**config.mk**
```make
export PLATFORM = sky130hd
export DESIGN_NAME = sssp_relax_unit
export DESIGN_NICKNAME = d
export VERILOG_FILES = /design/src/sssp_pkg.sv /design/src/sssp_relax_unit.sv
export SDC_FILE = /design/constraint.sdc
export NUM_CORES = 1
export LEC_CHECK = 0
export BUFFER_PORTS_ARGS = -buffer_cell sky130_fd_sc_hd__buf_2
export CAP_MARGIN = 15
export CORE_MARGIN = 1
export CORE_UTILIZATION = 49
export CTS_CLUSTER_DIAMETER = 60
export DETAILED_ROUTE_END_ITERATION = 8
export GPL_TIMING_DRIVEN = 1
export PLACE_DENSITY = 0.79
export SLEW_MARGIN = 20
export SYNTH_ARGS = -nofsm -noshare
export SYNTH_HDL_FRONTEND = slang
export SYNTH_SLANG_ARGS = --single-unit
```
**constraint.sdc**
```tcl
create_clock -name clk -period 2.7 [get_ports clk]
set_input_delay 0.27 -clock clk [delete_from_list [all_inputs] [get_ports clk]]
set_output_delay 0.27 -clock clk [all_outputs]
set_load 0.1 [all_outputs]
```
**src/sssp_pkg.sv**
```systemverilog
`timescale 1ns / 1ps
// ----------------------------------------------------------------------------
// sssp_pkg: shared definitions for the shortest-path engine
// Field widths, reset constants, the stored edge layout and the sequencer
// states used by the single-source shortest path block.
// ----------------------------------------------------------------------------
package sssp_pkg;

    localparam int VERT_W   = 6;
    localparam int WEIGHT_W = 16;
    localparam int DIST_W   = 32;
    localparam int VCOUNT_W = 7;

    localparam int DEF_MAX_VERTICES = 64;
    localparam int DEF_MAX_EDGES    = 256;

    localparam logic [VCOUNT_W-1:0]      VCOUNT_RESET   = 7'd64;
    localparam logic signed [DIST_W-1:0] UNREACHED_DIST = 32'sd100000000;

    typedef struct packed {
        logic [VERT_W-1:0]          from_vertex;
        logic [VERT_W-1:0]          to_vertex;
        logic signed [WEIGHT_W-1:0] weight;
    } edge_t;

    typedef enum logic [3:0] {
        ST_LOAD,
        ST_INIT,
        ST_EDGE_RD,
        ST_DIST_RD,
        ST_ADD,
        ST_CMP,
        ST_OUT_RD,
        ST_OUT_LD
    } state_t;

endpackage

```
**src/sssp_relax_unit.sv**
```systemverilog
`timescale 1ns / 1ps
// ----------------------------------------------------------------------------
// sssp_relax_unit: shared edge relaxation datapath
// Forms the saturating candidate distance into a register, then compares it
// against the current distance of the destination vertex.
// ----------------------------------------------------------------------------
module sssp_relax_unit (
    input  logic                                 clk,
    input  logic                                 load,
    input  logic signed [sssp_pkg::DIST_W-1:0]   dist_from,
    input  logic signed [sssp_pkg::WEIGHT_W-1:0] weight,
    input  logic signed [sssp_pkg::DIST_W-1:0]   dist_to,
    input  logic                                 reached_to,
    output logic signed [sssp_pkg::DIST_W-1:0]   cand,
    output logic                                 improve
);
    import sssp_pkg::*;

    localparam logic signed [DIST_W-1:0] DIST_MAX = {1'b0, {(DIST_W-1){1'b1}}};
    localparam logic signed [DIST_W-1:0] DIST_MIN = {1'b1, {(DIST_W-1){1'b0}}};

    logic signed [DIST_W:0]   sum;
    logic signed [DIST_W-1:0] sat;
    logic signed [DIST_W-1:0] cand_reg;

    assign sum = {dist_from[DIST_W-1], dist_from}
               + {{(DIST_W+1-WEIGHT_W){weight[WEIGHT_W-1]}}, weight};

    // The top two bits disagree exactly when the sum left the 32-bit range.
    always_comb
    begin
        if (sum[DIST_W] != sum[DIST_W-1])
        begin
            sat = sum[DIST_W] ? DIST_MIN : DIST_MAX;
        end
        else
        begin
            sat = sum[DIST_W-1:0];
        end
    end

    always_ff @(posedge clk)
    begin
        if (load)
        begin
            cand_reg <= sat;
        end
    end

    assign cand    = cand_reg;
    assign improve = !reached_to || (cand_reg < dist_to);

endmodule

```
==> results.py <==
metrics = {
    "yosys": {
        "synth-seq-area-share_pct": 24.1,
        "synth_area_per_cell_um2": 8.93,
        "async_flop_share_pct": 0,
        "synth_top_cell_by_area": "edfxtp_1",
        "synth_top_area_share_pct": 24.1,
        "synth_cells": 447,
        "yosys_register_bits": 32,
        "ys.flop_type": "edfxtp_1",
        "synth_area_um2": 3990,
        "synthDistinctLibCells": 65,
        "syn_nets": 594,
        "yosys_warnings": 0,
        "synth_area_leaders": "edfxtp_1, ha_1, a21oi_1, a21o_1, inv_1",
        "synth-edff-count": 32,
    },
    "power_and_ir_drop": {
        "intPower_w": 0.00154,
        "p_switching_w": 0.00164,
        "p_sw_share_pct": 51.5,
        "peakVddDrop_uv": 217,
        "power_density_nw_per_um2": 590,
        "power_leakage_nw": 2.65,
        "pwr-share-clk_pct": 10.5,
        "power_w": 0.00318,
        "pwr-share-comb_pct": 65.5,
        "seq_power_share_pct": 23.9,
    },
    "cts": {
        "clk_pin_slew_ns": 0.07,
        "cts_buffers": 5,
        "cts_root_buffer": "clkbuf_8",
        "cts.sinks": 32,
        "cts_buffer_depth": 2,
        "cts_tree": "done",
        "htreeDepth": 2,
        "cts_hold_buf": 0,
    },
    "die": {
        "die_y_um": 92.3,
        "start_util_pct": 51.1,
        "chipWidth_um": 92.3,
        "core_area_um2": 7810,
        "fp.dieArea_um2": 8510,
        "rows": 32,
        "num_io_pins": 116,
    },
    "timing": {
        "finalSetupTns_ns": 0,
        "min_period_ns": 2.62,
        "tightest_slew_ns": 0.674,
        "slew_headroom_pct": 55.1,
        "hold_violations": 0,
        "slew_viol_final": 0,
        "fmax_ghz": 0.382,
        "finalSetupViolCount": 0,
        "finalCritPeriodShare_pct": 97.0,
        "fin_ws_ns": 0.0802,
    },
    "drt": {
        "viasPerCell": 5.53,
        "drt_first_pass_iters": 5,
        "route.detailed.drc": 0,
        "wl_per_cell_um": 14.2,
        "wirelength_um": 10400,
        "drt_iter0_markers": 175,
        "ant_nets": 0,
        "vias": 4051,
    },
    "cells_and_area": {
        "syn_to_final_growth_pct": 35.0,
        "nNetsFinal": 777,
        "diodes": 0,
        "final_cell_mix": "buf_2, buf_4, ha_1",
        "largest_reg_flops": 32,
        "fin_util_pct": 69.0,
        "mostFrequentLayoutCell": "buf_2",
        "post_route_cells_drive_above_1_share_pct": 38.9,
        "final_cells": 732,
    },
    "run": {
        "drv_cap": 0,
    },
    "global_route": {
        "grt_usage_pct": 24.7,
        "grt_max_degree": 33,
        "overflow": 0,
        "grt_pass1_vias": 3846,
        "grt_pass1_wl_um": 17200,
        "antenna_found_initial": 0,
    },
    "placed_design": {
        "dp.cells": 725,
        "dp_hpwl_um": 8760,
        "gp_congestion": 0.899,
        "port_buffers": 115,
        "dp_slack_ns": -0.202,
    },
    "hold_path": {
        "hold_class": "in -> reg",
    },
    "setup_path": {
        "crit_path_end_kind": "flop",
        "cp_max_fo": 16,
        "crit_arrival_ns": 2.73,
        "cp.required_ns": 2.81,
        "start_kind": "input port",
        "path_class": "in -> reg",
    },
    "outcome": {
        "status": "completed",
    },
}
cells by family after synthesis:
logic type | Yosys count | synth area share [%]
flops | 32 | 24.1
xor+xnor | 25 | 5.49
simple gates | 89 | 11.3
fa+ha+maj | 67 | 21.0
mux | 2 | 0.502
buf+inv | 62 | 6.77
compound gates | 170 | 30.9
cell type report:
class | instances | area, um2
inverter | 45 | 169
multi-input combinational | 353 | 2840
tap | 102 | 128
timing repair buffer | 193 | 1200
fill | 621 | 2420
clock inverter | 2 | 12.5
clock buffer | 5 | 68.8
sequential | 32 | 961
power by group through the flow:
| stage | clock network [W] | registers [W] | logic [W] |
|---|---|---|---|
| after detailed placement | 0 | 0.000769 | 0.00205 |
| after floorplan | 0 | 0.00148 | 0.000801 |
| after global routing | 0.000360 | 0.000772 | 0.00222 |
| after CTS | 0.000341 | 0.000762 | 0.00206 |
| final | 0.000335 | 0.000761 | 0.00208 |
| after global placement | 0 | 0.000765 | 0.00199 |
metrics by stage:
stage	hold slack (ns)	cell area, um2
after floorplan	0.382	4050
after global placement	0.748	5270
after detailed placement	0.750	5270
after CTS	0.493	5360
after global routing	0.512	5390
final	0.507	5390
worst max-delay path, stage by stage:
cell and delay [ns]:
buf_2 0.15, ha_1 0.32, a211oi_2 0.27, o21ai_1 0.10, a21o_1 0.26, a21o_1 0.22
a211o_1 0.34, nor3b_4 0.22, buf_4 0.18, o21ai_4 0.08, buf_12 0.16, a21oi_1 0.17
worst paths after layout:
check | slack (ns) | depth (start not counted) | start | end
max | 0.08 | 12 | weight[15] | cand[13]$_DFFE_PP_
min | 0.51 | 4 | weight[0] | cand[0]$_DFFE_PP_
routing by layer:
metal  wire length (um)  track usage, %
met5                  0               0
met3                539            1.24
met1               4890            34.0
met2               4810            41.5
met4                150            7.94
Yosys cell counts (all sizes together), types with 2 or more instances:
library cell and count:
o41ai 2, nor3 9, edfxtp 32, a311oi 2, o311ai 2, nor2 19, nand2 26, o21bai 4
o31a 2, a2111oi 4, a31oi 5, xor2 11, nand2b 2, and2 2, buf 9, a21oi 47
inv 45, nand3 8, mux2i 2, o21a 6, nor2b 6, a211o 4, or2 3, a211oi 10
o21ai 30, a21o 25, nand4 10, o31ai 8, o211ai 6, maj3 3, ha 63, o2111ai 2
xnor2 14, clkbuf 8
repair_timing:
item,in CTS,in global routing
endpoints found under the setup margin,0,30
buffers inserted,0,0
resized for setup,0,10
No activity file was read; power rests on OpenSTA's default activity.
